`src/rtl/core/stxrx_pkg.sv`:
```
`default_nettype none
package stxrx_pkg;

   localparam int FRAME_BUFFER_BYTES = 64;
   localparam int COUNT_W            = $clog2(FRAME_BUFFER_BYTES + 1);
   localparam int STORE_INDEX_W      = 6;
   localparam int FRAME_LENGTH_W     = 7;
   localparam int BYTE_W             = 8;
   localparam int CSR_INDEX_W        = 8;

   localparam logic [COUNT_W-1:0] OVF_LIMIT = COUNT_W'(FRAME_BUFFER_BYTES - 2);

   localparam logic [CSR_INDEX_W-1:0] CSR_START_CODE = CSR_INDEX_W'(0);
   localparam logic [CSR_INDEX_W-1:0] CSR_END_CODE   = CSR_INDEX_W'(1);

   localparam logic [BYTE_W-1:0] START_CODE_RESET = 8'h02;
   localparam logic [BYTE_W-1:0] END_CODE_RESET   = 8'h03;

   typedef enum logic [1:0] {
      PH_IDLE    = 2'd0,
      PH_PAYLOAD = 2'd1,
      PH_CHECK   = 2'd2
   } phase_type;

   typedef struct packed {
      logic [BYTE_W-1:0] start_code;
      logic [BYTE_W-1:0] end_code;
   } cfg_type;

   typedef struct packed {
      logic [BYTE_W-1:0]         byte_echo;
      logic                      store_valid;
      logic [STORE_INDEX_W-1:0]  store_index;
      logic                      frame_done;
      logic                      check_ok;
      logic [BYTE_W-1:0]         computed_check;
      logic [FRAME_LENGTH_W-1:0] frame_length;
      logic                      overflow_abort;
   } rsp_type;

   // bit 7 becomes odd parity over bits 6..0
   function automatic logic [BYTE_W-1:0] odd_parity_check(input logic [BYTE_W-1:0] v);
      return {~^v[6:0], v[6:0]};
   endfunction

endpackage
`default_nettype wire

```
`src/rtl/core/stxrx_csr.sv`:
```
`default_nettype none
module stxrx_csr (
   input  wire logic                                clock,
   input  wire logic                                reset,
   input  wire logic                                csr_valid,
   output logic                                     csr_ready,
   input  wire logic [stxrx_pkg::CSR_INDEX_W-1:0]   csr_index,
   input  wire logic [stxrx_pkg::BYTE_W-1:0]        csr_wdata,
   output stxrx_pkg::cfg_type                       cfg
);
   import stxrx_pkg::*;

   logic [BYTE_W-1:0] start_code_ff;
   logic [BYTE_W-1:0] end_code_ff;
   logic              wr_en;

   assign csr_ready = 1'b1;
   assign wr_en     = csr_valid && csr_ready;

   always_ff @(posedge clock) begin
      if (reset) begin
         start_code_ff <= START_CODE_RESET;
         end_code_ff   <= END_CODE_RESET;
      end else if (wr_en) begin
         if (csr_index == CSR_START_CODE) begin
            start_code_ff <= csr_wdata;
         end
         if (csr_index == CSR_END_CODE) begin
            end_code_ff <= csr_wdata;
         end
      end
   end

   assign cfg.start_code = start_code_ff;
   assign cfg.end_code   = end_code_ff;

endmodule
`default_nettype wire

```
`src/rtl/core/stxrx_framer.sv`:
```
`default_nettype none
module stxrx_framer (
   input  wire logic                          clock,
   input  wire logic                          reset,
   input  wire logic                          item_en,
   input  wire logic [stxrx_pkg::BYTE_W-1:0]  rx_byte,
   input  wire stxrx_pkg::cfg_type            cfg,
   output stxrx_pkg::rsp_type                 res
);
   import stxrx_pkg::*;

   phase_type          phase_ff, phase_in;
   logic [COUNT_W-1:0] byte_count_ff, byte_count_in;
   logic [BYTE_W-1:0]  running_xor_ff, running_xor_in;
   logic [COUNT_W-1:0] idx;
   logic [BYTE_W-1:0]  chk;

   always_ff @(posedge clock) begin
      if (reset) begin
         phase_ff       <= PH_IDLE;
         byte_count_ff  <= '0;
         running_xor_ff <= '0;
      end else if (item_en) begin
         phase_ff       <= phase_in;
         byte_count_ff  <= byte_count_in;
         running_xor_ff <= running_xor_in;
      end
   end

   always_comb begin
      phase_in       = phase_ff;
      byte_count_in  = byte_count_ff;
      running_xor_in = running_xor_ff;
      idx            = '0;
      chk            = '0;
      res            = '0;
      res.byte_echo  = rx_byte;
      case (phase_ff)
         PH_IDLE: begin
            if (rx_byte == cfg.start_code) begin
               res.store_valid = 1'b1;
               byte_count_in   = COUNT_W'(1);
               running_xor_in  = '0;
               phase_in        = PH_PAYLOAD;
            end
         end
         PH_PAYLOAD: begin
            if (byte_count_ff > OVF_LIMIT) begin
               res.overflow_abort = 1'b1;
               phase_in           = PH_IDLE;
            end else begin
               res.store_valid = 1'b1;
               if (rx_byte == cfg.start_code) begin
                  // restart: stored at index 0
                  byte_count_in  = COUNT_W'(1);
                  running_xor_in = '0;
               end else begin
                  idx            = byte_count_ff;
                  byte_count_in  = byte_count_ff + COUNT_W'(1);
                  running_xor_in = running_xor_ff ^ rx_byte;
                  if (rx_byte == cfg.end_code) begin
                     phase_in = PH_CHECK;
                  end
               end
            end
         end
         PH_CHECK: begin
            idx                = byte_count_ff;
            byte_count_in      = byte_count_ff + COUNT_W'(1);
            chk                = odd_parity_check(running_xor_ff);
            res.store_valid    = 1'b1;
            res.frame_done     = 1'b1;
            res.check_ok       = (rx_byte == chk);
            res.computed_check = chk;
            res.frame_length   = FRAME_LENGTH_W'(byte_count_in);
            phase_in           = PH_IDLE;
         end
         default: begin
            phase_in = PH_IDLE;
         end
      endcase
      res.store_index = STORE_INDEX_W'(idx);
   end

   a_check_returns_idle: assert property (@(posedge clock) disable iff (reset)
      item_en && phase_ff == PH_CHECK |=> phase_ff == PH_IDLE)
      else $error("check byte did not close the frame");

   a_count_bounded: assert property (@(posedge clock) disable iff (reset)
      byte_count_ff <= COUNT_W'(FRAME_BUFFER_BYTES))
      else $error("byte count past buffer size");

   a_state_holds: assert property (@(posedge clock) disable iff (reset)
      !item_en |=> $stable(phase_ff) && $stable(byte_count_ff) && $stable(running_xor_ff))
      else $error("frame state moved without an item");

   a_abort_leaves_payload: assert property (@(posedge clock) disable iff (reset)
      item_en && res.overflow_abort |=> phase_ff == PH_IDLE && !$stable(phase_ff))
      else $error("overflow did not abort the frame");

endmodule
`default_nettype wire

```
`src/rtl/core/stx_etx_bcc_frame_receiver.sv`:
```
// STX/ETX/BCC frame receiver.
// Request channel (req_valid/req_ready/req_rx_byte) takes one received byte
// per item. Response channel (rsp_*) returns exactly one result item per byte:
// the echoed byte, whether and where it goes into the external frame buffer,
// and on the check byte the frame status (computed check, match, length).
// Configuration channel (csr_*) writes start code (index 0) and end code
// (index 1); always ready, to be written only while no item is in flight.
// Path: an accepted byte sits in the input register, and the framer result
// for it is loaded into the result register that drives the rsp_* outputs.
// Throughput: one item per cycle while rsp_ready is high; the frame state is
// updated in the same cycle the result register loads.
// When rsp_ready is low the result register holds, the input register
// still takes one more byte, then req_ready drops until the result drains.
// Reset (synchronous) empties both registers, returns to waiting for the
// start code and restores start code 0x02 and end code 0x03.
`default_nettype none
module stx_etx_bcc_frame_receiver (
   input  wire logic                                  clock,
   input  wire logic                                  reset,
   input  wire logic                                  req_valid,
   output logic                                       req_ready,
   input  wire logic [stxrx_pkg::BYTE_W-1:0]          req_rx_byte,
   output logic                                       rsp_valid,
   input  wire logic                                  rsp_ready,
   output logic [stxrx_pkg::BYTE_W-1:0]               rsp_byte_echo,
   output logic                                       rsp_store_valid,
   output logic [stxrx_pkg::STORE_INDEX_W-1:0]        rsp_store_index,
   output logic                                       rsp_frame_done,
   output logic                                       rsp_check_ok,
   output logic [stxrx_pkg::BYTE_W-1:0]               rsp_computed_check,
   output logic [stxrx_pkg::FRAME_LENGTH_W-1:0]       rsp_frame_length,
   output logic                                       rsp_overflow_abort,
   input  wire logic                                  csr_valid,
   output logic                                       csr_ready,
   input  wire logic [stxrx_pkg::CSR_INDEX_W-1:0]     csr_index,
   input  wire logic [stxrx_pkg::BYTE_W-1:0]          csr_wdata
);
   import stxrx_pkg::*;

   cfg_type           cfg;
   rsp_type           res;
   rsp_type           rsp_ff;
   logic              rsp_valid_ff;
   logic              in_valid_ff;
   logic [BYTE_W-1:0] rx_ff;
   logic              advance;
   logic              item_en;

   assign advance   = !rsp_valid_ff || rsp_ready;
   assign item_en   = in_valid_ff && advance;
   assign req_ready = !in_valid_ff || advance;

   stxrx_csr u_csr (
      .clock     (clock),
      .reset     (reset),
      .csr_valid (csr_valid),
      .csr_ready (csr_ready),
      .csr_index (csr_index),
      .csr_wdata (csr_wdata),
      .cfg       (cfg)
   );

   stxrx_framer u_framer (
      .clock   (clock),
      .reset   (reset),
      .item_en (item_en),
      .rx_byte (rx_ff),
      .cfg     (cfg),
      .res     (res)
   );

   always_ff @(posedge clock) begin
      if (reset) begin
         in_valid_ff <= 1'b0;
      end else if (req_ready) begin
         in_valid_ff <= req_valid;
      end
   end

   always_ff @(posedge clock) begin
      if (req_valid && req_ready) begin
         rx_ff <= req_rx_byte;
      end
   end

   always_ff @(posedge clock) begin
      if (reset) begin
         rsp_valid_ff <= 1'b0;
      end else if (advance) begin
         rsp_valid_ff <= in_valid_ff;
      end
   end

   always_ff @(posedge clock) begin
      if (item_en) begin
         rsp_ff <= res;
      end
   end

   assign rsp_valid          = rsp_valid_ff;
   assign rsp_byte_echo      = rsp_ff.byte_echo;
   assign rsp_store_valid    = rsp_ff.store_valid;
   assign rsp_store_index    = rsp_ff.store_index;
   assign rsp_frame_done     = rsp_ff.frame_done;
   assign rsp_check_ok       = rsp_ff.check_ok;
   assign rsp_computed_check = rsp_ff.computed_check;
   assign rsp_frame_length   = rsp_ff.frame_length;
   assign rsp_overflow_abort = rsp_ff.overflow_abort;

endmodule
`default_nettype wire
```
`config.mk`:
```
export PLATFORM = sky130hd
export DESIGN_NAME = stx_etx_bcc_frame_receiver
export DESIGN_NICKNAME = d
export VERILOG_FILES = /design/src/rtl/core/stxrx_pkg.sv /design/src/rtl/core/stxrx_csr.sv /design/src/rtl/core/stxrx_framer.sv /design/src/rtl/core/stx_etx_bcc_frame_receiver.sv
export SDC_FILE = /design/constraint.sdc
export NUM_CORES = 1
export LEC_CHECK = 0
export BUFFER_PORTS_ARGS = -buffer_cell sky130_fd_sc_hd__buf_4
export CORE_AREA = 2 2 81 83
export DETAILED_ROUTE_END_ITERATION = 8
export DIE_AREA = 0 0 83 85
export HOLD_SLACK_MARGIN = 0.08
export PLACE_DENSITY = 0.83
export SKIP_LAST_GASP = 1
export SLEW_MARGIN = 20
export SYNTH_ARGS = -nofsm -noshare
export SYNTH_HDL_FRONTEND = slang
export SYNTH_SLANG_ARGS = --single-unit
```
`constraint.sdc`:
```
create_clock -name clock -period 5.45 [get_ports clock]
set_clock_uncertainty 0.2 [all_clocks]
set_input_delay 1.635 -clock clock [delete_from_list [all_inputs] [get_ports clock]]
set_output_delay 1.635 -clock clock [all_outputs]
set_load 0.01 [all_outputs]
```
-- Yosys cells after proc, flatten, opt, wreduce, memory -nomap -nowiden
Cells that the tools add are included.
- equality and inequality tests: 10
- mux-type cells: 21
- reductions and logical operators: 16
- $add $sub $neg: 1
- bitwise operators: 1
- magnitude comparators: 1
- operator list (operator ; count):
    $eq 8x8->1 ; 3
    $mux 8 ; 3
    $mux 7 ; 3
    $pmux 7 s3 ; 1
    $mux 17 ; 1
    $pmux 8 s2 ; 1
    $mux 6 ; 2
    $pmux 6 s2 ; 1
    $reduce_and 4->1 ; 3
    $eq 8x1->1 const B ; 1
    $logic_not 8->1 ; 1
    $mux 2 ; 4
    $xor 8x8->8 ; 1
    $add 7x1->7 const B ; 1
    $gt 7x6->1 const B ; 1
    $reduce_xnor 7->1 ; 1
    $pmux 2 s2 ; 1
    $reduce_and 2->1 ; 2
    $mux 1 ; 3
    $ne 3x1->1 const B ; 1
    $ne 3x2->1 const B ; 1
    $pmux 1 s3 ; 1
    $reduce_bool 3->1 ; 1
    $eq 2x1->1 const B ; 1
    other kinds (8) ; 11
- register bits: 76
- output and inout port bits: 36

-- Depth between registers and ports, before layout
- word-level depth: 5
- gate-level depth with buffers: 8
- mapped depth without buffers: 8

-- By module
From an unflattened synthesis, not the netlist that was laid out.
- cell total of the unflattened synthesis: 324
- area, all modules: 3707.3 um2
- by module, submodules not included (module ; cells each ; times used ; area each (um2)):
    stxrx_framer ; 202 ; 1 ; 1657.8
    stx_etx_bcc_frame_receiver ; 51 ; 1 ; 1335.0
    stxrx_csr ; 71 ; 1 ; 714.4

-- Least setup slack after synthesis
Ideal clock, no wire load.
- path type: input port to flip-flop
- start: input port rsp_ready
- end: register u_framer.byte_count_ff[2]
- stages on the path: 6
- required time: 5.126 ns
- path buffers: 0
- path slack: 0.896 ns
- arrival time: 4.230 ns
- library setup time: 0.124 ns
- cell sequence: nor2b_1 -> nor2b_1 -> o21ai_2 -> a211oi_4 -> a2bb2oi_1 -> o22ai_1
- word-level cells in the longest chain between the ends: 3
- RTL lines (element ; line ; source):
    from (decl) ; stx_etx_bcc_frame_receiver.sv:24 ; input wire logic rsp_ready,
    $logic_or 1x1->1 ; stx_etx_bcc_frame_receiver.sv:49 ; assign advance = !rsp_valid_ff || rsp_ready;
    $logic_and 1x1->1 ; stx_etx_bcc_frame_receiver.sv:50 ; assign item_en = in_valid_ff && advance;
    net item_en ; stx_etx_bcc_frame_receiver.sv:47 ; logic item_en;
    $reduce_and 4->1 (no source line) ; -- ;
    to (signal assigned) ; stxrx_framer.sv:25 ; byte_count_ff <= byte_count_in;
    to (decl) ; stxrx_framer.sv:13 ; logic [COUNT_W-1:0] byte_count_ff, byte_count_in;
The timed path passes the listed nets, and every way through them passes these cells.
A chain may end at the register's enable or synchronous reset.

-- Worst setup path after layout
- start: input port rsp_ready
- end: output port req_ready
- word-level cells in the longest chain between the ends: 2
- RTL lines (element ; line ; source):
    $logic_or 1x1->1 ; stx_etx_bcc_frame_receiver.sv:49 ;
    $logic_or 1x1->1 ; stx_etx_bcc_frame_receiver.sv:51 ; assign req_ready = !in_valid_ff || advance;
    to (decl) ; stx_etx_bcc_frame_receiver.sv:21 ; output logic req_ready,
Every way passes these cells.

==> run_results.csv <==
group,metric,value,unit
outcome,status,"finished, final reports clean",
timing,worst_slew_pin_slew,634,ps
die,start_util,53.3,%
routing,firstDrtPassIters,4,
cts,htreeDepth,3,
setup_path,startpoint,"rsp_ready",
routing,first_iter_violations,231,
timing,hold_slack,308,ps
power_and_ir_drop,vdd_drop_max,178,µV
cts,cts_tree,"yes",
setup_path,crit_type,"in2out",
power_and_ir_drop,p_leak,1.53,nW
synth,synth_enable_flop_cells,41,
timing,fin_crit_sh,76.4,%
routing,wl_per_cell,14.3,µm
timing,rsz0062_at_grt,"no",
run,max_cap_viol_count,0,
synth,ys_async_sr_fraction,0,%
timing,hold_viol_final,0,
cts,cts_buffer_depth,2,
cts,insertion_delay,350,ps
power_and_ir_drop,power_density,272,nW/µm²
setup_path,critPathCaptureType,"output port",
power_and_ir_drop,p_comb_share,5.9,%
cells_and_area,diodes,0,
timing,setup_tns,0,ps
routing,routed_wl,6330,µm
routing,via_count,2394,
synth,synth_fp_nets,325,
timing,fin_crit,4170,ps
die,io_pins,65,
cells_and_area,area_growth,23.3,%
setup_path,rr_startpoint,"u_framer.byte_count_ff[0]$_SDFFE_PP0P_",
power_and_ir_drop,p_clk_share,38.1,%
global_routing,grt_pass1_wl,10600,µm
timing,finalMaxSlewViolations,0,
cts,ctsResizeCount,0,
routing,drtAntennaViolNets,0,
setup_path,critPathMaxFanout,4,
routing,vias_per_cell,5.42,
cts,cts_buffers,9,
synth,ys_seq_area_share,57.9,%
cells_and_area,layout.cells.most_common,"buf_4",
setup_path,cp.arrival,2330,ps
power_and_ir_drop,p_total,1.11,mW
place,numPortBuffers,63,
global_routing,first_global_vias,2332,
cts,clkSinkCount,75,
power_and_ir_drop,p_switching,0.244,mW
global_routing,grt_max_degree,32,
die,core-area,6200,µm²
min_path,worstHoldStart,"u_csr.end_code_ff[1]$_SDFFE_PP1P_",
timing,finalSetupViolations,0,
synth,syn_inst,290,
cells_and_area,nNetsFinal,395,
setup_path,worstSetupStartpointType,"input port",
cells_and_area,instances_no_fill,442,
global_routing,grt_usage,19.3,%
place,dp_hpwl,4560,µm
setup_path,cp.required,3620,ps
die,die_area,7060,µm²
cells_and_area,layout_common_cells,"buf_4 (64), nor2_1 (45), edfxtp_1 (41), dfxtp_1 (34), xnor2_1 (31)",
place,dp.cells,426,
min_path,hold_class,"reg2reg",
routing,post-route-drc-count,0,
die,rows,29,
power_and_ir_drop,switching_share,22.0,%
die,die_w,83,µm
synth,ys_seq_elements,75,
synth,synth_top_flop_cell,"edfxtp_1",
cts,root_buffer,"clkbuf_8",
cts,clkTransAtPathRegs,70,ps
timing,clock.fmax,240,MHz
cts,postCtsSetupBuffers,0,
power_and_ir_drop,pwr-share-seq,56.0,%
global_routing,gr-total-overflow,0,
global_routing,antenna_found_initial,0,
cts,ctsHoldBuffers,0,
place,gp_congestion,0.849,
synth,synth.avg_cell_area,11.4,µm²
die,die_h,85,µm
synth,yosys_warnings,0,
cells_and_area,drive_gt1_share,24.4,%
timing,relSlewSlack,57.6,%
synth,synth_cell_types,45,
power_and_ir_drop,internal_power,0.864,mW
synth,syn_area,3300,µm²
-- worst max-delay path: stages --
cell and delay (ps):
buf_4 110, nor2b_1 310, nand2_1 120, buf_4 160
-- sequential cells by signal, summed over array words and instances, names as in the netlist --
register	cells
u_csr.end_code_ff	8
rx_ff	8
rsp_check_ok	1
rsp_computed_check	8
in_valid_ff	1
rsp_store_index	6
u_framer.byte_count_ff	7
rsp_overflow_abort	1
u_csr.start_code_ff	8
u_framer.running_xor_ff	7
rsp_frame_length	7
rsp_frame_done	1
rsp_store_valid	1
rsp_byte_echo	8
u_framer.phase_ff	2
rsp_valid	1
-- per-stage QoR --
step | worst slack, ps | area, µm² | util, %
floorplan | 896 | 3300 | -
global placement | 1330 | 3870 | 62.3
detailed placement | 1280 | 3870 | 62.3
CTS | 1280 | 4070 | 65.7
global route | 1220 | 4070 | 65.7
finish | 1280 | 4070 | 65.7
-- layout make-up --
type / count / area, µm²
inverters: 14 / 52.6
multi-input cells: 196 / 1330
clock buffers: 12 / 176
clock inverters: 4 / 31.3
flip-flops and latches: 75 / 1910
fillers: 487 / 2130
repair buffers: 64 / 480
well taps: 77 / 96.3
-- path summary, 6_finish.rpt --
check | endpoint | slack, ps | cells after the start
hold reg to reg | u_csr.end_code_ff[1]$_SDFFE_PP1P_ | 310 | 1
hold / removal | u_csr.end_code_ff[1]$_SDFFE_PP1P_ | 310 | 1
setup reg to reg | u_framer.byte_count_ff[4]$_SDFFE_PP0P_ | 3020 | 8
setup / recovery | req_ready | 1280 | 4
-- logic make-up after synthesis --
group / after synthesis / share of synthesized area (%)
AND/OR/NAND/NOR: 95 / 14.4
buffers and inverters: 19 / 2.27
AO/OA/AOI/OAI: 46 / 9.88
flip-flops: 75 / 57.9
adder cells (fa/ha/maj): 6 / 2.27
XOR/XNOR: 34 / 9.01
multiplexers: 14 / 4.24
other: 1 / 0.113
-- cells in the mapped netlist (2+ instances only) --
master,instances,share of area [%]
nand4_1,6,1.1
a32oi_1,4,1.1
nor2b_1,4,0.76
or2b_1,2,0.45
a31oi_1,2,0.38
a21oi_1,3,0.45
a211o_1,3,0.80
o21ai_2,2,0.53
inv_1,13,1.5
xnor2_1,31,8.2
or3_1,3,0.57
o21ai_0,16,2.4
mux2i_1,14,4.2
o22ai_1,2,0.38
nand2_1,7,0.80
edfxtp_1,41,37
o31ai_1,4,0.91
ha_1,6,2.3
and2_1,9,1.7
nand2b_1,8,1.5
xor2_1,3,0.80
nor2_1,45,5.1
dfxtp_1,34,21
nor3_1,2,0.30
nand3_1,3,0.45
clkbuf_1,4,0.45
-- metal layers --
metal | global-route usage [%] | up-vias | part of all wire, %
met3 | 6.03 | 7 | 5.9
met4 | 10.7 | 0 | 1.5
met2 | 31.2 | 80 | 50
met1 | 22.9 | 1143 | 43
li1 | - | 1164 | -
met5 | 0 | - | 0
-- power by group through the flow --
stage          Combinational (mW)  Clock, mW  Sequential (mW)
6_report                   0.0653      0.422            0.621
5_1_grt                    0.0708      0.451            0.623
4_1_cts                    0.0663      0.432            0.621
3_5_place_dp               0.0661          0            0.634
3_3_place_gp               0.0643          0            0.633
2_1_floorplan              0.0243          0            0.637
No activity file was read; power rests on OpenSTA's default activity.
